==> src/design/tsc_pkg.sv <==
// ----------------------------------------------------------------------------
// tsc_pkg: shared types and constants of the text stream classifier
// Byte codes, mark bytes, UTF-8 range codes, line style codes and the
// control struct that steps the per-file tracking units.
// ----------------------------------------------------------------------------
`default_nettype none

package tsc_pkg;

  localparam int unsigned COUNT_BITS_DEF = 32;
  localparam int unsigned OUT_BITS       = 32;
  localparam int unsigned CFG_BITS       = 21;
  // one bit more than the window so that a saturated position compares above any window
  localparam int unsigned POS_BITS       = CFG_BITS + 1;

  localparam logic [CFG_BITS-1:0] WINDOW_RESET = CFG_BITS'(8192);

  localparam logic [7:0] LF_BYTE   = 8'h0A;
  localparam logic [7:0] CR_BYTE   = 8'h0D;
  localparam logic [7:0] ZERO_BYTE = 8'h00;

  localparam logic [7:0] MARK_BYTE0 = 8'hEF;
  localparam logic [7:0] MARK_BYTE1 = 8'hBB;
  localparam logic [7:0] MARK_BYTE2 = 8'hBF;

  // range of the next UTF-8 continuation byte
  localparam logic [2:0] RNG_80BF = 3'd0;
  localparam logic [2:0] RNG_A0BF = 3'd1;
  localparam logic [2:0] RNG_809F = 3'd2;
  localparam logic [2:0] RNG_90BF = 3'd3;
  localparam logic [2:0] RNG_808F = 3'd4;

  localparam logic [1:0] STYLE_LF    = 2'd0;
  localparam logic [1:0] STYLE_CRLF  = 2'd1;
  localparam logic [1:0] STYLE_MIXED = 2'd2;

  typedef struct packed {
    logic step;  // a byte is processed this cycle
    logic last;  // that byte ends the file
  } tsc_ctl_t;

  function automatic logic [7:0] mark_byte(input logic [1:0] idx);
    logic [7:0] val;
    case (idx)
      2'd0:    val = MARK_BYTE0;
      2'd1:    val = MARK_BYTE1;
      default: val = MARK_BYTE2;
    endcase
    return val;
  endfunction

endpackage

`default_nettype wire

==> src/design/tsc_utf8.sv <==
// ----------------------------------------------------------------------------
// tsc_utf8: UTF-8 validity tracker
// Follows multibyte sequences with a pending count and a range code for the
// next continuation byte; the error flag is sticky until the file ends.
// ----------------------------------------------------------------------------
`default_nettype none

module tsc_utf8 import tsc_pkg::*; (
  input  wire logic     clk,
  input  wire logic     rst_n,
  input  wire tsc_ctl_t ctl,
  input  wire logic [7:0] data_byte,
  output logic          bad_utf8
);

  logic [1:0] left_r, left_nxt;
  logic [2:0] code_r, code_nxt;
  logic       err_r, err_nxt;
  logic [7:0] lo, hi;

  always_comb begin
    lo = 8'h80;
    hi = 8'hBF;
    unique case (code_r)
      RNG_A0BF: lo = 8'hA0;
      RNG_809F: hi = 8'h9F;
      RNG_90BF: lo = 8'h90;
      RNG_808F: hi = 8'h8F;
      default: ;
    endcase
  end

  always_comb begin
    left_nxt = left_r;
    code_nxt = code_r;
    err_nxt  = err_r;
    if (left_r != 2'd0) begin
      code_nxt = RNG_80BF;
      if (data_byte < lo || data_byte > hi) begin
        err_nxt  = 1'b1;
        left_nxt = 2'd0;
      end else begin
        left_nxt = left_r - 2'd1;
      end
    end else if (data_byte[7]) begin
      if (data_byte >= 8'hC2 && data_byte <= 8'hDF) begin
        left_nxt = 2'd1;
      end else if (data_byte == 8'hE0) begin
        left_nxt = 2'd2;
        code_nxt = RNG_A0BF;
      end else if (data_byte == 8'hED) begin
        left_nxt = 2'd2;
        code_nxt = RNG_809F;
      end else if (data_byte >= 8'hE1 && data_byte <= 8'hEF) begin
        left_nxt = 2'd2;
      end else if (data_byte == 8'hF0) begin
        left_nxt = 2'd3;
        code_nxt = RNG_90BF;
      end else if (data_byte >= 8'hF1 && data_byte <= 8'hF3) begin
        left_nxt = 2'd3;
      end else if (data_byte == 8'hF4) begin
        left_nxt = 2'd3;
        code_nxt = RNG_808F;
      end else begin
        err_nxt = 1'b1;
      end
    end
  end

  // an open sequence at the end of the file counts as invalid
  assign bad_utf8 = err_nxt || (left_nxt != 2'd0);

  always_ff @(posedge clk) begin
    if (!rst_n) begin
      left_r <= 2'd0;
      code_r <= RNG_80BF;
      err_r  <= 1'b0;
    end else if (ctl.step) begin
      if (ctl.last) begin
        left_r <= 2'd0;
        code_r <= RNG_80BF;
        err_r  <= 1'b0;
      end else begin
        left_r <= left_nxt;
        code_r <= code_nxt;
        err_r  <= err_nxt;
      end
    end
  end

endmodule

`default_nettype wire

==> src/design/tsc_eol.sv <==
// ----------------------------------------------------------------------------
// tsc_eol: line ending counter
// Counts CRLF and bare LF endings with saturating counters and derives the
// line style and dominant style for the result.
// ----------------------------------------------------------------------------
`default_nettype none

module tsc_eol import tsc_pkg::*; #(
  parameter int unsigned COUNT_BITS = COUNT_BITS_DEF
) (
  input  wire logic                clk,
  input  wire logic                rst_n,
  input  wire tsc_ctl_t            ctl,
  input  wire logic [7:0]          data_byte,
  output logic [OUT_BITS-1:0]      crlf_total,
  output logic [OUT_BITS-1:0]      lf_total,
  output logic [1:0]               line_style,
  output logic                     dominant_style
);

  localparam logic [COUNT_BITS-1:0] OUT_CAP = COUNT_BITS'({OUT_BITS{1'b1}});

  logic [7:0]            prev_r;
  logic [COUNT_BITS-1:0] crlf_r, crlf_nxt;
  logic [COUNT_BITS-1:0] lf_r, lf_nxt;
  logic                  is_lf;

  assign is_lf = (data_byte == LF_BYTE);

  always_comb begin
    crlf_nxt = crlf_r;
    lf_nxt   = lf_r;
    if (is_lf) begin
      if (prev_r == CR_BYTE) begin
        if (!(&crlf_r)) crlf_nxt = crlf_r + COUNT_BITS'(1);
      end else begin
        if (!(&lf_r)) lf_nxt = lf_r + COUNT_BITS'(1);
      end
    end
  end

  always_comb begin
    dominant_style = (crlf_nxt > lf_nxt);
    if (crlf_nxt != '0 && lf_nxt != '0) begin
      line_style = STYLE_MIXED;
    end else if (dominant_style) begin
      line_style = STYLE_CRLF;
    end else begin
      line_style = STYLE_LF;
    end
    // clip wide counters to the result width
    crlf_total = (crlf_nxt > OUT_CAP) ? {OUT_BITS{1'b1}} : OUT_BITS'(crlf_nxt);
    lf_total   = (lf_nxt > OUT_CAP) ? {OUT_BITS{1'b1}} : OUT_BITS'(lf_nxt);
  end

  always_ff @(posedge clk) begin
    if (!rst_n) begin
      prev_r <= 8'h00;
      crlf_r <= '0;
      lf_r   <= '0;
    end else if (ctl.step) begin
      if (ctl.last) begin
        prev_r <= 8'h00;
        crlf_r <= '0;
        lf_r   <= '0;
      end else begin
        prev_r <= data_byte;
        crlf_r <= crlf_nxt;
        lf_r   <= lf_nxt;
      end
    end
  end

endmodule

`default_nettype wire

==> src/design/text_stream_classifier.sv <==
// ----------------------------------------------------------------------------
// text_stream_classifier: line ending and encoding detection over a byte stream
// Result path: a final byte passes the input register, then the result register.
// Throughput: one byte per cycle; input stalls only while a final byte waits
//   for a result register that still holds an untaken result.
// Reset: synchronous, active low; clears file state and valids, window = 8192.
// ----------------------------------------------------------------------------
`default_nettype none

module text_stream_classifier import tsc_pkg::*; #(
  parameter int unsigned COUNT_BITS = COUNT_BITS_DEF
) (
  input  wire logic                clk,
  input  wire logic                rst_n,
  input  wire logic                cfg_wr_en,
  input  wire logic [CFG_BITS-1:0] cfg_wr_data,
  input  wire logic                in_valid,
  output logic                     in_ready,
  input  wire logic [7:0]          in_data_byte,
  input  wire logic                in_final_byte,
  output logic                     out_valid,
  input  wire logic                out_ready,
  output logic                     out_is_binary,
  output logic                     out_has_bom,
  output logic [OUT_BITS-1:0]      out_crlf_total,
  output logic [OUT_BITS-1:0]      out_lf_total,
  output logic [1:0]               out_line_style,
  output logic                     out_dominant_style,
  output logic                     out_bad_utf8,
  output logic                     out_no_final_newline
);

  logic [CFG_BITS-1:0] win_r;

  logic       a_valid_r;
  logic [7:0] a_byte_r;
  logic       a_last_r;
  logic       a_adv;
  tsc_ctl_t   ctl;

  logic [POS_BITS-1:0] pos_r, pos_nxt;
  logic [1:0]          mprog_r, mprog_nxt;
  logic                mseen_r, mseen_nxt;
  logic                zero_r, zero_nxt;
  logic                empty;
  logic                not_lf;

  logic [OUT_BITS-1:0] crlf_total, lf_total;
  logic [1:0]          line_style;
  logic                dominant_style;
  logic                bad_utf8;

  logic                out_valid_r;

  // configuration
  always_ff @(posedge clk) begin
    if (!rst_n) begin
      win_r <= WINDOW_RESET;
    end else if (cfg_wr_en) begin
      win_r <= cfg_wr_data;
    end
  end

  // input stage: a final byte waits here until the result register is free
  assign a_adv    = a_valid_r && (!a_last_r || !out_valid_r || out_ready);
  assign in_ready = !a_valid_r || a_adv;

  always_ff @(posedge clk) begin
    if (!rst_n) begin
      a_valid_r <= 1'b0;
    end else if (in_ready) begin
      a_valid_r <= in_valid;
    end
  end

  always_ff @(posedge clk) begin
    if (in_valid && in_ready) begin
      a_byte_r <= in_data_byte;
      a_last_r <= in_final_byte;
    end
  end

  assign ctl.step = a_adv;
  assign ctl.last = a_last_r;

  // position, mark and zero-byte tracking
  always_comb begin
    pos_nxt   = (&pos_r) ? pos_r : pos_r + POS_BITS'(1);
    zero_nxt  = zero_r || (a_byte_r == ZERO_BYTE && pos_r < POS_BITS'(win_r));
    mprog_nxt = mprog_r;
    mseen_nxt = mseen_r;
    if (pos_r < POS_BITS'(3) && mprog_r == pos_r[1:0] && !mseen_r &&
        a_byte_r == mark_byte(pos_r[1:0])) begin
      if (pos_r[1:0] == 2'd2) mseen_nxt = 1'b1;
      else                    mprog_nxt = mprog_r + 2'd1;
    end
    empty  = mseen_nxt && (pos_nxt == POS_BITS'(3));
    not_lf = (a_byte_r != LF_BYTE);
  end

  always_ff @(posedge clk) begin
    if (!rst_n) begin
      pos_r   <= '0;
      mprog_r <= 2'd0;
      mseen_r <= 1'b0;
      zero_r  <= 1'b0;
    end else if (a_adv) begin
      if (a_last_r) begin
        pos_r   <= '0;
        mprog_r <= 2'd0;
        mseen_r <= 1'b0;
        zero_r  <= 1'b0;
      end else begin
        pos_r   <= pos_nxt;
        mprog_r <= mprog_nxt;
        mseen_r <= mseen_nxt;
        zero_r  <= zero_nxt;
      end
    end
  end

  tsc_utf8 u_utf8 (
    .clk       (clk),
    .rst_n     (rst_n),
    .ctl       (ctl),
    .data_byte (a_byte_r),
    .bad_utf8  (bad_utf8)
  );

  tsc_eol #(
    .COUNT_BITS (COUNT_BITS)
  ) u_eol (
    .clk            (clk),
    .rst_n          (rst_n),
    .ctl            (ctl),
    .data_byte      (a_byte_r),
    .crlf_total     (crlf_total),
    .lf_total       (lf_total),
    .line_style     (line_style),
    .dominant_style (dominant_style)
  );

  // result register
  always_ff @(posedge clk) begin
    if (!rst_n) begin
      out_valid_r <= 1'b0;
    end else if (a_adv && a_last_r) begin
      out_valid_r <= 1'b1;
    end else if (out_ready) begin
      out_valid_r <= 1'b0;
    end
  end

  always_ff @(posedge clk) begin
    if (a_adv && a_last_r) begin
      if (zero_nxt) begin
        // binary file: only the missing newline check survives
        out_is_binary        <= 1'b1;
        out_has_bom          <= 1'b0;
        out_crlf_total       <= '0;
        out_lf_total         <= '0;
        out_line_style       <= STYLE_LF;
        out_dominant_style   <= 1'b0;
        out_bad_utf8         <= 1'b0;
        out_no_final_newline <= not_lf;
      end else begin
        out_is_binary        <= 1'b0;
        out_has_bom          <= mseen_nxt;
        out_crlf_total       <= crlf_total;
        out_lf_total         <= lf_total;
        out_line_style       <= line_style;
        out_dominant_style   <= dominant_style;
        out_bad_utf8         <= bad_utf8;
        out_no_final_newline <= !empty && not_lf;
      end
    end
  end

  assign out_valid = out_valid_r;

  // assertions
  a_final_gives_result: assert property (@(posedge clk) disable iff (!rst_n)
    (a_adv && a_last_r) |=> out_valid)
    else $error("final byte processed without a result");

  a_stall_only_on_final: assert property (@(posedge clk) disable iff (!rst_n)
    !in_ready |-> (a_valid_r && a_last_r && out_valid_r && !out_ready))
    else $error("input stalled without a blocked final byte");

  a_binary_clean: assert property (@(posedge clk) disable iff (!rst_n)
    (out_valid && out_is_binary) |->
      (out_crlf_total == '0 && out_lf_total == '0 && !out_has_bom && !out_bad_utf8))
    else $error("binary result carries text fields");

  a_mixed_counts: assert property (@(posedge clk) disable iff (!rst_n)
    (out_valid && out_line_style == STYLE_MIXED) |->
      (out_crlf_total != '0 && out_lf_total != '0))
    else $error("mixed style without both endings");

endmodule

`default_nettype wire

==> config.mk <==
export PLATFORM = sky130hd
export DESIGN_NAME = text_stream_classifier
export DESIGN_NICKNAME = d
export VERILOG_FILES = /design/src/design/tsc_pkg.sv /design/src/design/tsc_utf8.sv /design/src/design/tsc_eol.sv /design/src/design/text_stream_classifier.sv
export SDC_FILE = /design/constraint.sdc
export NUM_CORES = 1
export LEC_CHECK = 0
export ABC_AREA = 0
export BUFFER_PORTS_ARGS = -buffer_cell sky130_fd_sc_hd__buf_2
export CAP_MARGIN = 30
export CELL_PAD_IN_SITES_DETAIL_PLACEMENT = 1
export CELL_PAD_IN_SITES_GLOBAL_PLACEMENT = 2
export CORE_UTILIZATION = 37
export DETAILED_ROUTE_END_ITERATION = 7
export PLACE_DENSITY_LB_ADDON = 0.1
export RECOVER_POWER = 100
export SLEW_MARGIN = 20
export SYNTH_ARGS = -nofsm -noshare
export SYNTH_HDL_FRONTEND = slang
export SYNTH_SLANG_ARGS = --single-unit
==> constraint.sdc <==
create_clock -name clk -period 5.85 [get_ports clk]
set_input_delay 0.2925 -clock clk [delete_from_list [all_inputs] [get_ports clk]]
set_output_delay 0.2925 -clock clk [all_outputs]
set_load 0.02 [all_outputs]
* Yosys cells after proc, flatten, opt, wreduce, memory -nomap -nowiden
Index checks and enable logic that the tools add are counted.
** Storage, ports and cells
- Flip-flop bits (word level) :: 207
- Input port bits :: 35
- Output and inout port bits :: 73
- Word-level logic and storage cells :: 163
** Operators by class
- Add/subtract/negate cells :: 5
- Order comparisons :: 13
- Eq/ne operators :: 20
- Muxes and demuxes :: 61
- Reductions and logical operators :: 40
** Operator list (number)
- $mux W32 :: 10
- $add A32 B1 Y32 const B :: 2
- $gt A32 B32 Y1 const B :: 2
- $reduce_and A32 Y1 :: 2
- $reduce_bool A32 Y1 :: 2
- $mux W22 :: 2
- $eq A8 B8 Y1 const B :: 4
- $gt A32 B32 Y1 :: 1
- $mux W2 :: 15
- $mux W3 :: 10
- $ge A8 B8 Y1 const B :: 3
- $le A8 B8 Y1 const B :: 3
- $pmux W6 S2 :: 2
- $add A22 B1 Y22 const B :: 1
- $eq A22 B2 Y1 const B :: 1
- $lt A22 B2 Y1 const B :: 1
- $lt A22 B21 Y1 :: 1
- $reduce_and A22 Y1 :: 1
- $mux W1 :: 20
- $eq A8 B4 Y1 const B :: 2
- $pmux W7 S2 :: 1
- $logic_and A1 B1 Y1 :: 13
- $eq A8 B8 Y1 :: 1
- $gt A8 B8 Y1 :: 1
- 25 further kinds :: 38

* Logic depth before layout (Yosys ltp)
Gate-level depths: netlist of run 1.
- Depth in word-level cells :: 12
- Mapped depth :: 18
- Depth with buffers taken out :: 17

* Modules after synthesis
From an unflattened synthesis of run 1, not the netlist that was laid out.
** Second synthesis, totals
- Cells, all modules :: 1451
- Area total of the unflattened synthesis :: 12987.5 µm²
** Modules (own cells, without submodules)
- text_stream_classifier :: times used 1, cells an instance 565, area an instance 6213.5 µm², seq. area each 3383.2 µm²
- tsc_eol :: times used 1, cells an instance 807, area an instance 6162.2 µm², seq. area each 1441.4 µm²
- tsc_utf8 :: times used 1, cells an instance 79, area an instance 611.8 µm², seq. area each 120.1 µm²

* Worst setup path before layout of run 1
No wires, ideal clock.
- Kind :: reg-to-reg
- Start point :: register a_byte_r[5]
- End point :: register out_line_style[0], data pin
- Library setup time :: 269 ps
- Arrival :: 4004 ps
- Required time :: 5581 ps
- Path slack :: 1577 ps
- Cell stages (with the launch flop) :: 17
- Path buffers :: 0
- Period minus slack after synthesis :: 4273 ps
- Path through :: edfxtp_1 > or4_4 > or4_4 > a41o_1 > nor3_1 > and4_1 > xnor2_1 > inv_1 > ha_1 > nand4_1 > nor3_1 > nand2_1 > nor3_1 > nand4_1 > nor3_1 > or2_2 > a211oi_2
** On the way
- Cells in the longest elaborated chain, start to end :: 5
- Elaborated cells on any way between the ends :: 12
- Those cells by class :: order compare (1); eq/ne (1); mux (3); reduce/logical (7)
** Ends and longest elaborated chain
- start, declared :: RTL line text_stream_classifier.sv:36 : logic [7:0] a_byte_r;
- start signal, assigned :: RTL line text_stream_classifier.sv:78 : a_byte_r <= in_data_byte;
- branches (longest 5 deep; another with $gt A32 B32 Y1)
- end signal, assigned :: RTL line text_stream_classifier.sv:171 : out_line_style <= line_style;
- end, declared :: RTL line text_stream_classifier.sv:27 : output logic [1:0] out_line_style,
Several ways; the timed one is not identified.
A chain may end at the register's enable or synchronous reset.

* Worst setup path in the final report of run 1
- Start point :: register a_byte_r[4]
- End point :: register out_line_style[0], data pin
The elaborated chain is that of the path after synthesis.

==> reports/qor.csv, run 1 <==
stage,metric,value,unit
run_status,outcome,"complete, but fails checks",
run_status,violations,"capacitance limit, slew limit",
sta,setup_viol,0,
finish,multiInputGateArea,6899,µm²
synthesis,yosys_register_bits,207,
critical_path,worstSetupPathType,reg2reg,
clocking,cts_resized,0,
grt,grt_pass1_wl,63.35,mm
pwr,peakVddDrop,0.2542,mV
place,port_buffers,107,
finish,register_area,4945,µm²
run,drv_cap,5,
die,die-height,185.4,µm
drt,wl,40.10,mm
sta,tns,0,ns
clocking,clockBufferDepth,3,
clocking,clk_latency,0.54,ns
finish,drive_above_1_share,0.06554,
synthesis,yosysWarnings,0,
worst_hold_path,hp-class,in2reg,
finish,fill_cells,3918,
grt,grt.total_usage,0.2358,
drt,drc,0,
clocking,cts_buffers,25,
synthesis,synth_compound_area_frac,0.1458,
die,dieWidth,185.4,µm
die,rows,66,
grt,overflow,0,
clocking,clock-sinks,207,
pwr,power.density,228.4,nW/µm²
synthesis,syn_area,12440,µm²
worst_hold_path,hold_path_depth,3,
finish,final_nets,1619,
sta,fmax,187.4,MHz
critical_path,crit_path_start_kind,flip-flop,
sta,worstMarginPinSlew,3.249,ns
synthesis,muxShareOfSynthArea,0.02011,
clocking,htree_levels,1,
drt,vias,10920,
synthesis,ys_seq_area_frac,0.3973,
die,fp.coreArea,32780,µm²
die,pin_count,108,
clocking,cts_hold_buf,24,
synthesis,netlist-cell-type-count,72,
clocking,post_cts_buffers,0,
synthesis,yosys.area_share.adder,0.06234,
synthesis,syn_inst,1437,
synthesis,yosys.area_share.simple,0.2763,
critical_path,crit_path_end_kind,flip-flop,
finish,postLayoutCellArea,14250,µm²
drt,drt_iter0_markers,453,
die,start_util,0.3796,
drt,routed_via_density,5.506,
synthesis,yosys.area_share.xor_xnor,0.04997,
sta,drv_slew,184,
die,dieArea,34370,µm²
clocking,cts_tree,yes,
sta,fin_crit_sh,0.9122,
critical_path,path_max_fanout,13,
finish,finish.utilization,0.4345,
critical_path,required,6.12,ns
place,dpl-instance-area,13340,µm²
grt,antenna_found_initial,0,
finish,synthToLayoutAreaGrowth,14.48,%
grt,grt_max_degree,77,
clocking,clk_transition_reported_paths,0.06,ns
place,dpl.hpwl,28.40,mm
critical_path,worstRegToRegCells,16,
drt,wl_per_cell,20.22,µm
synthesis,syn_avg_cell_area,8.660,µm²
synthesis,synth_nets,1534,
synthesis,synth_edf_count,80,
sta,finalClockSkew,0.01054,ns
critical_path,cp.arrival,5.61,ns
finish,diodes,0,
synthesis,synthArstFlopShare,0,
clocking,cts_root_buffer,clkbuf_16,
drt,postRouteAntennaNets,0,
sta,hold_viol,0,
synthesis,synth_ff_type,dfxtp_1,
sta,grt_setup_unrepaired,false,
sta,relSlewSlack,-1.166,
sta,period_needed,5.337,ns
drt,dr.pass1.iters,4,
pwr,p_leak,0.005274,µW
place,place.gp.congestion,0.8612,
grt,grt_pass1_vias,11210,
synthesis,synth_top_family_by_area,simple AND/OR/NAND/NOR gates,
-- critical path: stages (launching register included) --
cell and delay (ns):
edfxtp_1 0.59, or4_1 0.71, or4_4 0.61, a41o_1 0.29, nor3_1 0.47, and4_1 0.33, xnor2_1 0.19, inv_1 0.09
ha_1 0.30, nand4_1 0.08, nor3_1 0.27, nand2_1 0.12, nor3_1 0.37, nand4_1 0.20, nor3_1 0.22, or2_2 0.16
a211oi_2 0.06
-- cells in the final DEF (no fill, tap or decap), drive strengths merged, types with 9 or more instances in the layout --
cell         netlist  layout
xor2              30      30
ha                62      62
o21ai             80      80
mux2i             25      25
buf                6      40
xnor2             41      41
inv               66      66
or3               19      19
nor4              22      22
a21o              12      12
edfxtp            80      80
nor2b             80      80
and2              48      48
or4               10      10
a22oi             29      29
a21boi            19      19
dfxtp            127     127
o211ai             9       9
nor3              45      45
nand3             44      44
and3              21      21
a31oi             12      12
clkbuf            85     120
a21oi             51      51
a211oi            10      10
and4              17      17
nand2b            13      13
nand4             50      50
nand2            115     115
nor2             128     128
dlygate4sd3        0      24
nand3b            13      13
-- stage by stage --
| step | worst slack, ns | hold WS [ns] | total power, µW | cells |
|---|---|---|---|---|
| 3_5_place_dp | 0.7102 | 0.4634 | 1741 | 1912 |
| 5_1_grt | 0.1639 | 0.02287 | 3370 | 1983 |
| 3_3_place_gp | 0.9234 | 0.4500 | 1737 | 1912 |
| 4_1_cts | 0.6788 | 0.0005499 | 3312 | 1982 |
| 6_report | 0.5134 | 0.02928 | 3254 | 1983 |
| 2_1_floorplan | 1.577 | 0.3914 | 1675 | 1437 |
-- area by class of cell --
type,instances,share of cell area
clock inverters,11,0.007729
repair buffers,149,0.05595
well taps,442,0.03882
flip-flops and latches,207,0.3471
clock buffers,35,0.04866
inverters,66,0.01748
multi-input cells,1073,0.4843
-- Yosys cell counts, drive strengths merged, types with 13 or more instances --
| master | number | area [µm²] |
|---|---|---|
| ha | 62 | 775.7 |
| o21ai | 80 | 400.4 |
| a22oi | 29 | 217.7 |
| nand4 | 50 | 312.8 |
| mux2i | 25 | 250.2 |
| or3 | 19 | 118.9 |
| inv | 66 | 247.7 |
| nor2b | 80 | 500.5 |
| nand3 | 44 | 220.2 |
| nand3b | 13 | 97.59 |
| a21oi | 51 | 255.2 |
| nand2b | 13 | 81.33 |
| and3 | 21 | 131.4 |
| a21boi | 19 | 142.6 |
| and4 | 17 | 148.9 |
| nor2 | 128 | 480.5 |
| nand2 | 115 | 431.7 |
| clkbuf | 85 | 319.1 |
| nor3 | 45 | 235.2 |
| edfxtp | 80 | 2402 |
| dfxtp | 127 | 2542 |
| xor2 | 30 | 262.8 |
| and2 | 48 | 300.3 |
| xnor2 | 41 | 359.1 |
| nor4 | 22 | 165.2 |
-- metal layers --
metal / up-vias / GRT usage / routed length (µm)
li1: 5336 / - / -
met3: 41 / 0.02438 / 1146
met1: 5379 / 0.2977 / 18340
met5: - / 0 / 0
met2: 163 / 0.4289 / 19930
met4: 0 / 0.05058 / 681
-- final timing paths --
path / start / endpoint / slack (ns)
max: a_byte_r[4] / out_line_style[0] / 0.51
min: cfg_wr_data[10] / win_r[10] / 0.03
max reg2reg: a_byte_r[4] / out_line_style[0] / 0.51
min reg2reg: u_eol.prev_r[2] / u_eol.prev_r[2] / 0.47
-- power by group --
group | leakage [µW] | internal (µW) | switching (µW)
sequential | 0.00183 | 1520 | 19.2
clock | 0.000387 | 912 | 624
combinational | 0.00306 | 67.6 | 114
-- registers in the layout, summed over array words and instances (netlist names), 3 cells and up --
signal	count
u_eol.prev_r	8
win_r	21
u_utf8.code_r	3
u_eol.crlf_r	32
out_lf_total	32
a_byte_r	8
out_crlf_total	32
pos_r	22
u_eol.lf_r	32
-- kinds of logic (layout without fill, tap and decap cells) --
logic type      after synthesis  count (layout)
simple gates                640             640
compound gates              275             275
flops                       207             207
buf+inv                     157             261
xor+xnor                     71              71
fa+ha+maj                    62              62
mux                          25              25
No activity file was read; power rests on OpenSTA's default activity.
==> inputs of run 2 (changes only) <==
Settings changed: CORE_UTILIZATION 37 to 38, SYNTH_HIERARCHICAL from default to 1.
==> run 2 against run 1 <==
The run still ends with capacitance limit, slew limit left; clock skew up 0.0049 ns; flip-flop and latch count did not move; cell count up 1.3%; routed wire length increased by 4.3%; utilization increased by 0.81 points; die area is 1.6% higher; critical path depth rose by 1; critical endpoint unchanged.
==> reports/qor.csv, run 2 <==
stage,metric,value,unit
sta,tns,0,ns
run,drv_cap,6,
clocking,cts_tree,yes,
critical_path,cp-startpoint,a_byte_r[2],
clocking,htree_levels,1,
synthesis,yosys.area_share.xor_xnor,0.03439,
sta,drv_slew,281,
synthesis,muxShareOfSynthArea,0.02100,
place,dpl.cell_count,1941,
drt,drt_iter0_markers,596,
finish,diodes,0,
finish,mostFrequentLayoutCell,dfxtp_1,
sta,fin_crit_sh,0.9013,
die,die-height,186.9,µm
grt,overflow,0,
synthesis,syn_avg_cell_area,8.951,µm²
finish,register_area,4945,µm²
pwr,peakVddDrop,0.2411,mV
die,start_util,0.3863,
clocking,post_cts_buffers,0,
sta,hold_slack,0.02029,ns
die,fp.coreArea,33620,µm²
finish,layout_common_cells,"127 x dfxtp_1, 91 x nor2b_1, 88 x clkbuf_1",
synthesis,yosysWarnings,6,
worst_hold_path,worstHoldStart,cfg_wr_data[1],
drt,wl_per_cell,20.82,µm
synthesis,synth_top_family_by_area,simple AND/OR/NAND/NOR gates,
synthesis,synth_compound_area_frac,0.1623,
clocking,clock-sinks,207,
critical_path,regToRegSetupSlack,0.58,ns
drt,dr.pass1.iters,4,
pwr,power.density,232.0,nW/µm²
drt,wl,41.81,mm
drt,postRouteAntennaNets,0,
synthesis,yosys.area_share.adder,0.06069,
finish,finalNonFillerCells,2008,
sta,period_needed,5.272,ns
grt,grt_pass1_wl,66.29,mm
synthesis,synthArstFlopShare,0,
grt,grt.total_usage,0.2380,
place,dpl.hpwl,29.86,mm
run_status,outcome,"complete, but fails checks",
pwr,combPwrFrac,0.055,
synthesis,synthMostInstantiatedCell,dfxtp_1,
clocking,cts_root_buffer,clkbuf_16,
synthesis,yosys.area.top_type,dfxtp_1,
synthesis,netlist-cell-type-count,86,
die,pin_count,108,
grt,antenna_found_initial,0,
finish,drive_above_1_share,0.09167,
synthesis,yosys_register_bits,207,
critical_path,worstSetupPathType,reg2reg,
synthesis,netlist_top_cells_area,"dfxtp_1 20%, edfxtp_1 18%, ha_1 6.1%",
critical_path,cp.arrival,5.55,ns
synthesis,synth_ff_type,dfxtp_1,
place,place_ws,0.7492,ns
finish,fill_cells,3944,
sta,setup_ws,0.5777,ns
run_status,violations,"capacitance limit, slew limit",
synthesis,syn_area,12990,µm²
die,dieArea,34920,µm²
grt,grt_max_degree,72,
sta,setup_viol,0,
synthesis,synth_edf_count,80,
pwr,p_sw,817.3,µW
drt,vias,11380,
place,place.gp.congestion,0.8616,
pwr,p_leak,0.005620,µW
synthesis,synth_nets,1549,
die,dieWidth,186.9,µm
critical_path,worstRegToRegCells,17,
worst_hold_path,hold_path_depth,3,
synthesis,yosys.area_share.simple,0.2888,
critical_path,crit_path_start_kind,flip-flop,
finish,multiInputGateArea,7380,µm²
finish,final_nets,1638,
critical_path,crit_path_end_kind,flip-flop,
synthesis,syn_inst,1451,
worst_hold_path,min_to,win_r[1],
clocking,cts_buffers,26,
synthesis,synth_common_cells,"127 x dfxtp_1, 91 x nor2b_1, 85 x and2_1",
clocking,clockBufferDepth,3,
drt,routed_via_density,5.667,
critical_path,path_max_fanout,16,
synthesis,synth.top_cell.area_share,0.1958,
finish,synthToLayoutAreaGrowth,14.57,%
place,port_buffers,107,
grt,grt_pass1_vias,11490,
sta,finalClockSkew,0.01543,ns
worst_hold_path,hp-class,in2reg,
synthesis,ys_seq_area_frac,0.3807,
sta,grt_setup_unrepaired,false,
pwr,swShare,0.2367,
sta,hold_viol,0,
clocking,clk_latency,0.54,ns
clocking,clk_transition_reported_paths,0.06,ns
sta,fmax,189.7,MHz
pwr,internal_power,2635,µW
drt,drc,0,
sta,relSlewSlack,-1.042,
pwr,clkPwrFrac,0.502,
die,rows,67,
critical_path,r2r-start,a_byte_r[2],
critical_path,required,6.13,ns
sta,worstMarginPinSlew,3.063,ns
critical_path,r2r_end,out_line_style[0],
pwr,power.total,3453,µW
pwr,seq_power_share,0.443,
-- run 2: critical path, cell delays in order (launching register included) --
cell      delay (ns)
edfxtp_1        0.59
nor4bb_1        0.62
and4_1          0.73
nand3_1         0.14
clkbuf_2        0.27
nor3_1          0.53
and3_1          0.25
xor2_1          0.34
ha_1            0.32
a21oi_1         0.17
nor2b_1         0.06
o21ai_0         0.15
a21oi_1         0.08
o21ai_0         0.15
a21oi_1         0.09
a211oi_1        0.30
nor3_2          0.08
and2_1          0.14
-- run 2: layout make-up --
class | count | share of cell area
multi-input cells | 1079 | 0.4960
flip-flops and latches | 207 | 0.3323
repair buffers | 145 | 0.05087
clock buffers | 31 | 0.04776
well taps | 448 | 0.03767
inverters | 81 | 0.02043
clock inverters | 17 | 0.01497
-- run 2: cell families (layout without fill, tap and decap cells) --
| kind of cell | after synthesis | in the layout |
|---|---|---|
| xor gates and xnor gates | 51 | 51 |
| AOI/OAI and AO/OA | 303 | 303 |
| buffers and inverters | 165 | 274 |
| DFF | 207 | 207 |
| adders and majority gates | 63 | 63 |
| muxes | 27 | 27 |
| and+or+nand+nor | 635 | 635 |
-- run 2: repair_timing --
item	in CTS	in global routing
hold buffers	18	0
resized for setup	0	0
setup endpoints to repair	0	0
hold endpoints to repair	18	0
-- run 2: worst max path at each step --
| stage | cells after the start | slack [ns] | to |
|---|---|---|---|
| 2_1_floorplan | 16 | 1.70 | out_line_style[0] |
| 3_3_place_gp | 17 | 0.96 | out_line_style[0] |
| 3_5_place_dp | 17 | 0.75 | out_line_style[0] |
| 4_1_cts | 17 | 0.68 | out_line_style[0] |
| 5_1_grt | 17 | 0.23 | out_line_style[0] |
| 6_report | 17 | 0.58 | out_line_style[0] |
-- run 2: per-stage QoR --
stage / util / cell area (µm²)
finish: 0.4426 / 14880
global route: 0.4426 / 14880
CTS: 0.4472 / 15030
detailed placement: 0.4141 / 13920
global placement: 0.4123 / 13860
floorplan: - / 12990
-- run 2: power by group through the flow --
stage | Clock (µW) | Combinational, µW | Sequential [µW]
2_1_floorplan | 0 | 110 | 1560
3_3_place_gp | 0 | 176 | 1560
3_5_place_dp | 0 | 183 | 1560
4_1_cts | 1790 | 193 | 1530
5_1_grt | 1840 | 208 | 1530
6_report | 1730 | 188 | 1530
-- run 2: routing by layer --
layer  GRT usage  wire length (µm)
met4     0.06557               992
met1      0.3155             19270
met3     0.02758              1471
met5           0                 0
met2      0.4083             20080
